## config.mk

```make
export PLATFORM = sky130hd
export DESIGN_NAME = stereo_peak_hold_envelope_top_flat
export DESIGN_NICKNAME = d
export VERILOG_FILES = /design/src/design/sphe_pkg.sv /design/src/design/sphe_if.sv /design/src/design/stereo_peak_hold_envelope_top.sv /design/src/flat_wrapper.sv
export SDC_FILE = /design/constraint.sdc
export NUM_CORES = 2
export LEC_CHECK = 0
export BUFFER_PORTS_ARGS = -buffer_cell sky130_fd_sc_hd__buf_2
export CORE_MARGIN = 2
export CORE_UTILIZATION = 45
export DETAILED_ROUTE_END_ITERATION = 7
export MAX_ROUTING_LAYER = met4
export SLEW_MARGIN = 20
export SYNTH_ARGS = -nofsm -noshare
export SYNTH_HDL_FRONTEND = slang
export SYNTH_SLANG_ARGS = --single-unit
```

## constraint.sdc

```tcl
create_clock -name clk -period 9.15 [get_ports clk]
set_clock_uncertainty 0.05 [all_clocks]
set_input_delay 0 -clock clk [delete_from_list [all_inputs] [get_ports clk]]
set_output_delay 0 -clock clk [all_outputs]
set_load 0.01 [all_outputs]
```

## src/design/sphe_pkg.sv

```systemverilog
// types, constants and microcode program of the stereo peak-hold envelope follower
package sphe_pkg;

	localparam int SAMPLE_W = 24;
	localparam int LEVEL_W  = 24;
	localparam int HOLD_W   = 16;
	localparam int COEFF_W  = 17;
	localparam int CFG_IDX_W = 2;
	localparam int PC_W     = 4;
	localparam int PROD_W   = LEVEL_W + COEFF_W;
	localparam int Q16_SHIFT = 16;

	localparam logic [COEFF_W-1:0] Q16_ONE = COEFF_W'(65536);
	localparam logic [PROD_W-1:0]  Q16_HALF = PROD_W'(32768);

	// configuration register indexes
	localparam logic [CFG_IDX_W-1:0] REG_HOLD_SAMPLES  = 2'd0;
	localparam logic [CFG_IDX_W-1:0] REG_RELEASE_COEFF = 2'd1;
	localparam logic [CFG_IDX_W-1:0] REG_LINK_AMOUNT   = 2'd2;

	typedef logic signed [SAMPLE_W-1:0] sample_t;
	typedef logic [LEVEL_W-1:0]         level_t;
	typedef logic [HOLD_W-1:0]          hold_t;
	typedef logic [COEFF_W-1:0]         coeff_t;
	typedef logic [PROD_W-1:0]          prod_t;
	typedef logic [PC_W-1:0]            pc_t;

	// datapath operations
	typedef enum logic [2:0] {
		OP_EVAL,
		OP_MUL,
		OP_DEC,
		OP_LINK,
		OP_RAISE,
		OP_DONE
	} op_t;

	// jump conditions
	typedef enum logic [1:0] {
		COND_NONE,
		COND_SETTLED,
		COND_NO_LINK
	} cond_t;

	typedef struct packed {
		op_t   op;
		logic  ch;
		cond_t cond;
		pc_t   target;
	} ucode_t;

	// program step addresses
	localparam pc_t STEP_EVAL0 = 4'd0;
	localparam pc_t STEP_MUL0  = 4'd1;
	localparam pc_t STEP_DEC0  = 4'd2;
	localparam pc_t STEP_EVAL1 = 4'd3;
	localparam pc_t STEP_MUL1  = 4'd4;
	localparam pc_t STEP_DEC1  = 4'd5;
	localparam pc_t STEP_LINK  = 4'd6;
	localparam pc_t STEP_MUL2  = 4'd7;
	localparam pc_t STEP_RAISE = 4'd8;
	localparam pc_t STEP_DONE  = 4'd9;

	function automatic ucode_t ucode_rom(input pc_t pc);
		ucode_t w;
		unique case (pc)
			STEP_EVAL0: w = '{OP_EVAL,  1'b0, COND_SETTLED, STEP_EVAL1};
			STEP_MUL0:  w = '{OP_MUL,   1'b0, COND_NONE,    STEP_EVAL0};
			STEP_DEC0:  w = '{OP_DEC,   1'b0, COND_NONE,    STEP_EVAL0};
			STEP_EVAL1: w = '{OP_EVAL,  1'b1, COND_SETTLED, STEP_LINK};
			STEP_MUL1:  w = '{OP_MUL,   1'b1, COND_NONE,    STEP_EVAL0};
			STEP_DEC1:  w = '{OP_DEC,   1'b1, COND_NONE,    STEP_EVAL0};
			STEP_LINK:  w = '{OP_LINK,  1'b0, COND_NO_LINK, STEP_DONE};
			STEP_MUL2:  w = '{OP_MUL,   1'b0, COND_NONE,    STEP_EVAL0};
			STEP_RAISE: w = '{OP_RAISE, 1'b0, COND_NONE,    STEP_EVAL0};
			default:    w = '{OP_DONE,  1'b0, COND_NONE,    STEP_EVAL0};
		endcase
		return w;
	endfunction

	// full-wave rectify; the most negative sample maps to 8388608
	function automatic level_t rectify(input sample_t s);
		return s[SAMPLE_W-1] ? level_t'(-s) : level_t'(s);
	endfunction

	function automatic coeff_t sat_q16(input coeff_t v);
		return (v > Q16_ONE) ? Q16_ONE : v;
	endfunction

endpackage

```

## src/design/sphe_if.sv

```systemverilog
// stream interfaces for the sample and envelope channels
interface sphe_in_if import sphe_pkg::*; ();
	logic    valid;
	logic    ready;
	sample_t left_sample;
	sample_t right_sample;

	modport source(output valid, output left_sample, output right_sample, input ready);
	modport sink(input valid, input left_sample, input right_sample, output ready);
endinterface

interface sphe_out_if import sphe_pkg::*; ();
	logic   valid;
	logic   ready;
	level_t left_envelope;
	level_t right_envelope;

	modport source(output valid, output left_envelope, output right_envelope, input ready);
	modport sink(input valid, input left_envelope, input right_envelope, output ready);
endinterface

```

## src/design/stereo_peak_hold_envelope_top.sv

```systemverilog
// stereo peak-hold envelope follower, microcoded over one shared multiplier
//
// usage
//   samples: one word is a signed 24-bit left and right side-chain sample
//   envelopes: one word per sample word, unsigned left and right envelope
//   cfg port: cfg_we, cfg_index, cfg_data; index 0 hold_samples, 1 release_coeff,
//   2 link_amount; write only while the block is idle, index 3 is ignored
// timing
//   a word runs through a ten-step microprogram; steps that are not needed are
//   jumped over, so with no decay and no link only the evaluate steps of both
//   channels, the link step and the done step run; each decaying channel adds a
//   multiply and a decrement step, and linking adds a multiply and a raise step.
//   the single 24x17 multiplier and its product register set those extra steps.
//   a new word is taken in the cycle the last step finishes, so words follow back
//   to back; the envelope word is valid in the cycle after that final step
// reset
//   peaks and hold counters clear to zero, release_coeff goes to one, hold
//   and link go to zero; the block comes out of reset ready
// stall
//   the result sits in an output register; the next item is worked on while
//   it waits, and the sequencer parks on its final step until the register frees
module stereo_peak_hold_envelope_top
	import sphe_pkg::*;
#(
	parameter int CHANNELS = 2
) (
	input  logic                 clk,
	input  logic                 arst_n,
	input  logic                 cfg_we,
	input  logic [CFG_IDX_W-1:0] cfg_index,
	input  logic [COEFF_W-1:0]   cfg_data,
	sphe_in_if.sink              samples,
	sphe_out_if.source           envelopes
);

	// configuration
	hold_t  hold_samples_q;
	coeff_t release_coeff_q;
	coeff_t link_amount_q;

	// per-channel tracking state
	level_t peak_q [CHANNELS];
	hold_t  hold_q [CHANNELS];

	// sequencer
	logic   busy_q;
	pc_t    pc_q;
	ucode_t uc;

	// working registers
	level_t smp_q [2];
	level_t env_q [2];
	level_t mul_a_q;
	coeff_t mul_b_q;
	prod_t  prod_q;
	logic   lo_q;

	// output register
	logic   out_valid_q;
	level_t out_left_q;
	level_t out_right_q;

	// step decode
	logic   live;
	level_t pk;
	hold_t  hl;
	level_t smp;
	logic   above;
	logic   settled;
	coeff_t rel_sat;
	coeff_t link_sat;
	logic   no_link;
	logic   lo_sel;
	level_t link_diff;
	level_t step_val;
	logic   take_jump;
	logic   out_free;
	logic   done_go;
	logic   accept;

	always_comb begin
		uc       = ucode_rom(pc_q);
		live     = int'(uc.ch) < CHANNELS;
		pk       = peak_q[uc.ch];
		hl       = hold_q[uc.ch];
		smp      = smp_q[uc.ch];
		above    = pk > smp;
		// nothing left to decay: new peak, still holding, or channel absent
		settled  = !live || !above || (hl != '0);
		rel_sat  = sat_q16(release_coeff_q);
		link_sat = sat_q16(link_amount_q);
		no_link  = (CHANNELS < 2) || (link_sat == '0);
		lo_sel   = !(env_q[0] < env_q[1]);
		link_diff = lo_sel ? (env_q[0] - env_q[1]) : (env_q[1] - env_q[0]);
		// rounded step never exceeds its difference, so the top bits are zero
		step_val = prod_q[Q16_SHIFT +: LEVEL_W];
		case (uc.cond)
			COND_SETTLED: take_jump = settled;
			COND_NO_LINK: take_jump = no_link;
			default:      take_jump = 1'b0;
		endcase
	end

	assign out_free = !out_valid_q || envelopes.ready;
	assign done_go  = busy_q && (uc.op == OP_DONE) && out_free;
	assign samples.ready = !busy_q || done_go;
	assign accept   = samples.valid && samples.ready;

	assign envelopes.valid          = out_valid_q;
	assign envelopes.left_envelope  = out_left_q;
	assign envelopes.right_envelope = out_right_q;

	// control and state
	always_ff @(posedge clk or negedge arst_n) begin
		if (!arst_n) begin
			busy_q          <= 1'b0;
			pc_q            <= STEP_EVAL0;
			out_valid_q     <= 1'b0;
			hold_samples_q  <= '0;
			release_coeff_q <= Q16_ONE;
			link_amount_q   <= '0;
			for (int i = 0; i < CHANNELS; i++) begin
				peak_q[i] <= '0;
				hold_q[i] <= '0;
			end
		end else begin
			if (cfg_we) begin
				unique case (cfg_index)
					REG_HOLD_SAMPLES:  hold_samples_q  <= cfg_data[HOLD_W-1:0];
					REG_RELEASE_COEFF: release_coeff_q <= cfg_data;
					REG_LINK_AMOUNT:   link_amount_q   <= cfg_data;
					default: ;
				endcase
			end

			if (accept) begin
				busy_q <= 1'b1;
				pc_q   <= STEP_EVAL0;
			end else if (done_go) begin
				busy_q <= 1'b0;
				pc_q   <= STEP_EVAL0;
			end else if (busy_q && uc.op != OP_DONE) begin
				pc_q <= take_jump ? uc.target : pc_q + 1'b1;
			end

			if (done_go)
				out_valid_q <= 1'b1;
			else if (envelopes.ready)
				out_valid_q <= 1'b0;

			if (busy_q && live) begin
				unique case (uc.op)
					OP_EVAL: begin
						if (!above) begin
							peak_q[uc.ch] <= smp;
							hold_q[uc.ch] <= hold_samples_q;
						end else if (hl != '0) begin
							hold_q[uc.ch] <= hl - 1'b1;
						end
					end
					OP_DEC: peak_q[uc.ch] <= pk - step_val;
					default: ;
				endcase
			end
		end
	end

	// datapath payload
	always_ff @(posedge clk) begin
		if (accept) begin
			smp_q[0] <= rectify(samples.left_sample);
			smp_q[1] <= rectify(samples.right_sample);
		end
		if (busy_q) begin
			unique case (uc.op)
				OP_EVAL: begin
					env_q[uc.ch] <= !live ? '0 : (above ? pk : smp);
					mul_a_q      <= pk - smp;
					mul_b_q      <= rel_sat;
				end
				OP_MUL:  prod_q <= PROD_W'(mul_a_q) * PROD_W'(mul_b_q) + Q16_HALF;
				OP_DEC:  env_q[uc.ch] <= pk - step_val;
				OP_LINK: begin
					lo_q    <= lo_sel;
					mul_a_q <= link_diff;
					mul_b_q <= link_sat;
				end
				OP_RAISE: env_q[lo_q] <= env_q[lo_q] + step_val;
				default: ;
			endcase
		end
		if (done_go) begin
			out_left_q  <= env_q[0];
			out_right_q <= env_q[1];
		end
	end

endmodule

```

## src/flat_wrapper.sv

```systemverilog
// flat-port wrapper written by rule: the top's interface ports become plain ports
module stereo_peak_hold_envelope_top_flat import sphe_pkg::*;
#(
	parameter int CHANNELS = 2
)
  (clk, arst_n, cfg_we, cfg_index, cfg_data, samples_valid, samples_left_sample, samples_right_sample, samples_ready, envelopes_valid, envelopes_left_envelope, envelopes_right_envelope, envelopes_ready);
  sphe_in_if samples_i ();
  sphe_out_if envelopes_i ();
  input  logic clk;
  input  logic arst_n;
  input  logic cfg_we;
  input  logic [CFG_IDX_W-1:0] cfg_index;
  input  logic [COEFF_W-1:0] cfg_data;
  input wire logic [$bits(samples_i.valid)-1:0] samples_valid;
  input wire logic [$bits(samples_i.left_sample)-1:0] samples_left_sample;
  input wire logic [$bits(samples_i.right_sample)-1:0] samples_right_sample;
  output wire logic [$bits(samples_i.ready)-1:0] samples_ready;
  output wire logic [$bits(envelopes_i.valid)-1:0] envelopes_valid;
  output wire logic [$bits(envelopes_i.left_envelope)-1:0] envelopes_left_envelope;
  output wire logic [$bits(envelopes_i.right_envelope)-1:0] envelopes_right_envelope;
  input wire logic [$bits(envelopes_i.ready)-1:0] envelopes_ready;
  assign samples_i.valid = samples_valid;
  assign samples_i.left_sample = samples_left_sample;
  assign samples_i.right_sample = samples_right_sample;
  assign samples_ready = samples_i.ready;
  assign envelopes_valid = envelopes_i.valid;
  assign envelopes_left_envelope = envelopes_i.left_envelope;
  assign envelopes_right_envelope = envelopes_i.right_envelope;
  assign envelopes_i.ready = envelopes_ready;
  stereo_peak_hold_envelope_top #(.CHANNELS(CHANNELS)) u_core (.clk(clk), .arst_n(arst_n), .cfg_we(cfg_we), .cfg_index(cfg_index), .cfg_data(cfg_data), .samples(samples_i), .envelopes(envelopes_i));
endmodule
```

### After elaboration in Yosys (flattened, before gate mapping)

Memories as Yosys holds them, arrays and structs flattened. A register that Yosys moved wholly into a read port is not among the register bits.
Index checks and enable logic that the tools add are counted.

| word-level totals | value |
|---|---|
| register bits | 266 |
| bits in writable memories | 96 |
| bits in read-only memories | 160 |
| bits of input ports | 72 |
| word-level logic and storage cells | 131 |
| memories | 3 |

| operators by class | value |
|---|---|
| $add $sub $neg | 10 |
| multiply operators | 1 |
| $lt $le $gt $ge | 6 |
| equal/unequal tests | 12 |
| muxes and demuxes | 51 |
| bitwise gates (word level) | 2 |
| reduce and logical (&&, ||, !) cells | 30 |

Memories:

| memory | depth | bits a word | rd ports | clocked after memory_dff | write ports | line | RTL |
|---|---|---|---|---|---|---|---|
| (name not given) | 16 | 10 | 1 | 0 | 0 | sphe_pkg.sv:66 | `unique case (pc)` |
| u_core.env_q | 2 | 24 | 3 | 1 | 1 | stereo_peak_hold_envelope_top.sv:52 | `level_t env_q [2];` |
| u_core.smp_q | 2 | 24 | 1 | 0 | 2 | stereo_peak_hold_envelope_top.sv:51 | `level_t smp_q [2];` |

Operators with widths:

| operator | number |
|---|---|
| $mux W24 | 10 |
| $bwmux W48 | 2 |
| $pmux W48 S2 | 1 |
| $sub A24 B24 Y24 | 4 |
| $bwmux W32 | 2 |
| $mux W16 | 4 |
| $mux W32 | 2 |
| $mux W48 | 1 |
| $neg A24 Y24 | 2 |
| $pmux W24 S2 | 1 |
| $add A40 B16 Y40 const B | 1 |
| $mul A24 B17 Y40 | 1 |
| $gt A17 B17 Y1 const B | 2 |
| $mux W17 | 2 |
| $pmux W17 S2 | 1 |
| $add A24 B24 Y24 | 1 |
| $demux W24 S1 | 1 |
| $gt A24 B24 Y1 | 1 |
| $lt A24 B24 Y1 | 1 |
| $reduce_or A24 Y1 | 1 |
| $mux W1 | 18 |
| $logic_not A17 Y1 | 1 |
| $demux W16 S1 | 1 |
| $mux W4 | 4 |
| other kinds (24) | 47 |

### Depth between registers and ports, before layout

An unclocked memory read counts as a cell.

| depth | value |
|---|---|
| word-level depth | 13 |
| mapped depth | 25 |

### Worst setup path before layout

No wires, ideal clock.

| timing path | value |
|---|---|
| path type | register to register |
| start point | register u_core.pc_q[0] |
| end point | register u_core.pc_q[2] |
| arrival | 6.670 ns |
| required time | 8.969 ns |
| path slack | 2.299 ns |
| cell stages (with the launch flop) | 12 |
| path buffers | 0 |
| period minus slack after synthesis | 6.851 ns |
| cell sequence | dfrtp_1 inv_1 ha_1 nand2_1 nand3_1 a21oi_1 nor2b_1 nor2b_1 nor3_1 nand2_1 o21ai_0 or3_1 |

| on the way | value |
|---|---|
| elaborated cells on any way between the ends | 29 |
| those cells by class | add/sub: 1; order compare: 1; eq/ne: 4; mux: 11; bitwise: 1; reduce/logical: 9; memory: 2 |

RTL lines:

| what | line | RTL |
|---|---|---|
| from (decl) | stereo_peak_hold_envelope_top.sv:47 | `pc_t pc_q;` |
| from (signal assigned) | stereo_peak_hold_envelope_top.sv:143 | `pc_q <= take_jump ? uc.target : pc_q + 1'b1;` |
| $mem_v2 Z16 W10 * | - |  |
| $eq A3 B3 Y1 * | stereo_peak_hold_envelope_top.sv:105 | `assign done_go = busy_q && (uc.op == OP_DONE) && out_free;` |
| $logic_and A1 B1 Y1 * (2 in a row) | stereo_peak_hold_envelope_top.sv:105 |  |
| net u_core.done_go | stereo_peak_hold_envelope_top.sv:78 | `logic done_go;` |
| $logic_or A1 B1 Y1 * | stereo_peak_hold_envelope_top.sv:106 | `assign samples.ready = !busy_q \|\| done_go;` |
| $logic_and A1 B1 Y1 * | stereo_peak_hold_envelope_top.sv:107 | `assign accept = samples.valid && samples.ready;` |
| net u_core.accept | stereo_peak_hold_envelope_top.sv:79 | `logic accept;` |
| $reduce_bool A3 Y1 (no line) or $mux W4 (tied branches) | - |  |

The timed path passes the listed nets; every way through them passes the cells marked *. The select of a mux whose other input is x is not followed.
A chain may end at the register's enable or synchronous reset.

### Final worst setup path

| timing path | value |
|---|---|
| start point | register u_core.mul_b_q[2] |
| end point | register u_core.prod_q[38] (data pin) |

| on the way | value |
|---|---|
| longest elaborated chain between the ends | 2 |

RTL lines:

| what | line | RTL |
|---|---|---|
| from (decl) | stereo_peak_hold_envelope_top.sv:54 | `coeff_t mul_b_q;` |
| from (signal assigned) | stereo_peak_hold_envelope_top.sv:179 | `mul_b_q <= rel_sat;` |
| from (signal assigned) | stereo_peak_hold_envelope_top.sv:186 | `mul_b_q <= link_sat;` |
| $mul A24 B17 Y40 | stereo_peak_hold_envelope_top.sv:181 | `OP_MUL: prod_q <= PROD_W'(mul_a_q) * PROD_W'(mul_b_q) + Q16_HALF;` |
| $add A40 B16 Y40 | stereo_peak_hold_envelope_top.sv:181 |  |
| to (signal assigned) | stereo_peak_hold_envelope_top.sv:181 |  |
| to (decl) | stereo_peak_hold_envelope_top.sv:55 | `prod_t prod_q;` |

Every way passes these cells.

==> flow_metrics.tcl <==
set metrics [dict create \
    period_share_pct 83.0 \
    slew_violations 0 \
    worst_pin_slew_ns 1.04 \
    ys.flop_type "edfxtp_1" \
    first_pass_iters 7 \
    cts_buffer_depth 3 \
    synthesis.area_mm2 0.0340 \
    critPathArrivalTime_ns 7.93 \
    grt_use_total_pct 25.2 \
    finalSetupViolations 0 \
    grt_max_degree 75 \
    max_slew_margin_pct 30.4 \
    startpoint_type "flip-flop" \
    antenna_left 0 \
    die_y_um 279 \
    core_area_mm2 0.0746 \
    path_class "flip-flop to flip-flop" \
    grt-ovfl-total 0 \
    syn_to_final_growth_pct 12.3 \
    ys_ff_latch 347 \
    yosys-top-cells-area "fa_1 20%, edfxtp_1 19%, dfrtp_1 9.9%" \
    cts_tree "done" \
    grt_pass1_wl_um 148000 \
    antenna_found_initial 3 \
    setup_tns_ns 0 \
    io_buffers 121 \
    row_count 100 \
    dp_hpwl_um 71100 \
    io_pins 122 \
    fmax_mhz 132 \
    cts_sinks 347 \
    fin_nets 4407 \
    wire_per_inst_um 19.6 \
    root_buffer "clkbuf_16" \
    post-place-ws_ns 1.72 \
    fin_crit_ns 7.59 \
    cp.required_ns 9.49 \
    yosys_warnings 0 \
    drt-total-wl_um 93200 \
    ys_types 80 \
    netlist_instances 3584 \
    htree_levels 2 \
    num_vias 25700 \
    initial_utilization_pct 45.6 \
    cap_violations 0 \
    worst_slack_ns 1.56 \
    worst-path-max-fanout 24 \
    yosysTopAreaCell "fa_1" \
    hold_violations 0 \
    insertion_delay_ns 0.59 \
    cts_buffers 41 \
    rsz0062_at_grt "no" \
    syn_avg_cell_area_um2 9.49 \
    synthesis.nets 4243 \
    synth_edf_count 210 \
    hold_class "input pin to flip-flop" \
    drive_gt1_share_pct 8.84 \
    synthArstFlopShare_pct 39.2 \
    grt_pass1_vias 26100 \
    drc 0 \
    cp-end-kind "flip-flop" \
    ys_seq_area_share_pct 28.6 \
    via_per_inst 5.42 \
    die_w_um 279 \
    netlist.area_leader.share_pct 19.6 \
    drtIter0Drc 1722 \
    finalWeightedCongestion 0.921 \
    fp.dieArea_mm2 0.0778 \
    outcome "completed" \
    path_clk_slew_ns 0.06 \
    post_cts_resized 0 \
]
[per-stage QoR]
step / utilization, % / area (um2) / std cells / hold slack [ns]
after detailed placement: 47.8 / 35600 / 4557 / 0.0212
after global placement: 47.7 / 35600 / 4556 / 0.0301
after global routing: 51.2 / 38200 / 4749 / 0.132
after CTS: 51.2 / 38200 / 4746 / 0.0662
after floorplan: - / 34000 / 3584 / -0.346
final: 51.2 / 38200 / 4749 / 0.120
[logic make-up after synthesis]
family,count (synthesis),share of synthesized area (%)
simple gates,1050,14.6
buf+inv,658,7.33
compound gates,642,11.9
fa+ha+maj,587,29.0
flops,347,28.6
xor+xnor,156,4.02
mux,144,4.53
[layer usage]
| layer | global-route usage, % | vias up | routed length (um) |
|---|---|---|---|
| li1 | - | 12300 | - |
| met1 | 33.7 | 12700 | 41900 |
| met2 | 39.1 | 685 | 42300 |
| met3 | 4.67 | 153 | 5890 |
| met4 | 7.76 | 0 | 2980 |
| met5 | - | - | 0 |
[area by class of cell]
type                            count  area, um2
Clock buffer                       49       1100
Tap cell                          969       1210
Clock inverter                     25        280
Multi-Input combinational cell   2579      21900
Fill cell                        6934      36400
Inverter                          506       1900
Timing Repair Buffer              273       2100
Sequential cell                   347       9730
Antenna cell                        1       2.50
[Yosys cell counts, types with 18 or more instances]
cell type,n
nand3_1,24
o21ai_0,111
o31ai_1,22
a21o_1,53
dfrtp_1,135
or3_1,19
inv_1,506
o21a_1,24
a21oi_1,210
mux2i_1,65
nor2b_1,20
and2_1,188
a211oi_1,33
nor4_1,20
a31oi_1,27
xor2_1,39
nor2_1,186
mux2_2,79
clkbuf_1,132
nand2b_1,22
nand4_1,18
fa_1,333
nand2_1,446
xnor2_1,117
o21ai_1,38
ha_1,254
nor3_1,50
edfxtp_1,210
[flip-flops by register name, indices dropped and copies added, names as in the netlist, 17 cells and up, named ones only]
register and count:
u_core.env_q 48, u_core.peak_q 48, u_core.smp_q 48, u_core.hold_q 32, u_core.envelopes.left_envelope 24, u_core.envelopes.right_envelope 24
u_core.mul_a_q 24, u_core.prod_q 24, u_core.link_amount_q 17, u_core.mul_b_q 17, u_core.release_coeff_q 17
[timing repair]
| item | CTS | global route |
|---|---|---|
| hold endpoints to repair | 175 | 0 |
| hold buffers | 115 | 0 |
| setup buffers | 0 | 0 |
[path summary, 6_finish.rpt]
path,start,end,slack [ns],depth (start not counted)
max,u_core.mul_b_q[2],u_core.prod_q[38],1.56,22
min in group asynchronous,arst_n,u_core.release_coeff_q[16],0.46,3
min,envelopes_ready,u_core.envelopes.valid,0.12,3
min reg2reg,u_core.peak_q[22],u_core.peak_q[22],0.43,2
max reg2reg,u_core.mul_b_q[2],u_core.prod_q[38],1.56,22
max in group asynchronous,arst_n,u_core.peak_q[43],7.76,4
[placed cells by master (no fill, tap or decap), types with 27 or more instances in the layout]
cell type,instances
a31oi_1,27
dlygate4sd3_1,114
nor2_1,186
xnor2_1,117
xor2_1,39
inv_1,506
o21ai_1,38
buf_4,33
fa_1,333
a21oi_1,206
and2_1,188
edfxtp_1,210
mux2i_1,65
clkbuf_16,42
a21o_1,53
nand2_1,446
dfrtp_1,135
ha_1,254
o21ai_0,111
nor3_1,47
mux2_2,79
a211oi_1,33
buf_2,120
[critical path, stage by stage (launching register included)]
cell and delay, ns:
edfxtp_1 0.97, nand2_1 0.18, fa_1 0.57, inv_1 0.06, fa_1 0.55, inv_1 0.06, fa_1 0.50, inv_1 0.06
fa_1 0.52, fa_1 0.51, inv_1 0.05, fa_1 0.47, inv_1 0.04, ha_1 0.27, and4_1 0.24, and3_1 0.20
o21ai_1 0.19, a21oi_1 0.26, o31ai_1 0.58, a21oi_1 0.24, o221a_2 0.32, or4_1 0.41, o311ai_1 0.10
Power is not shown: default switching activity piles up to over one toggle a cycle in this logic, so the estimate is an artifact.
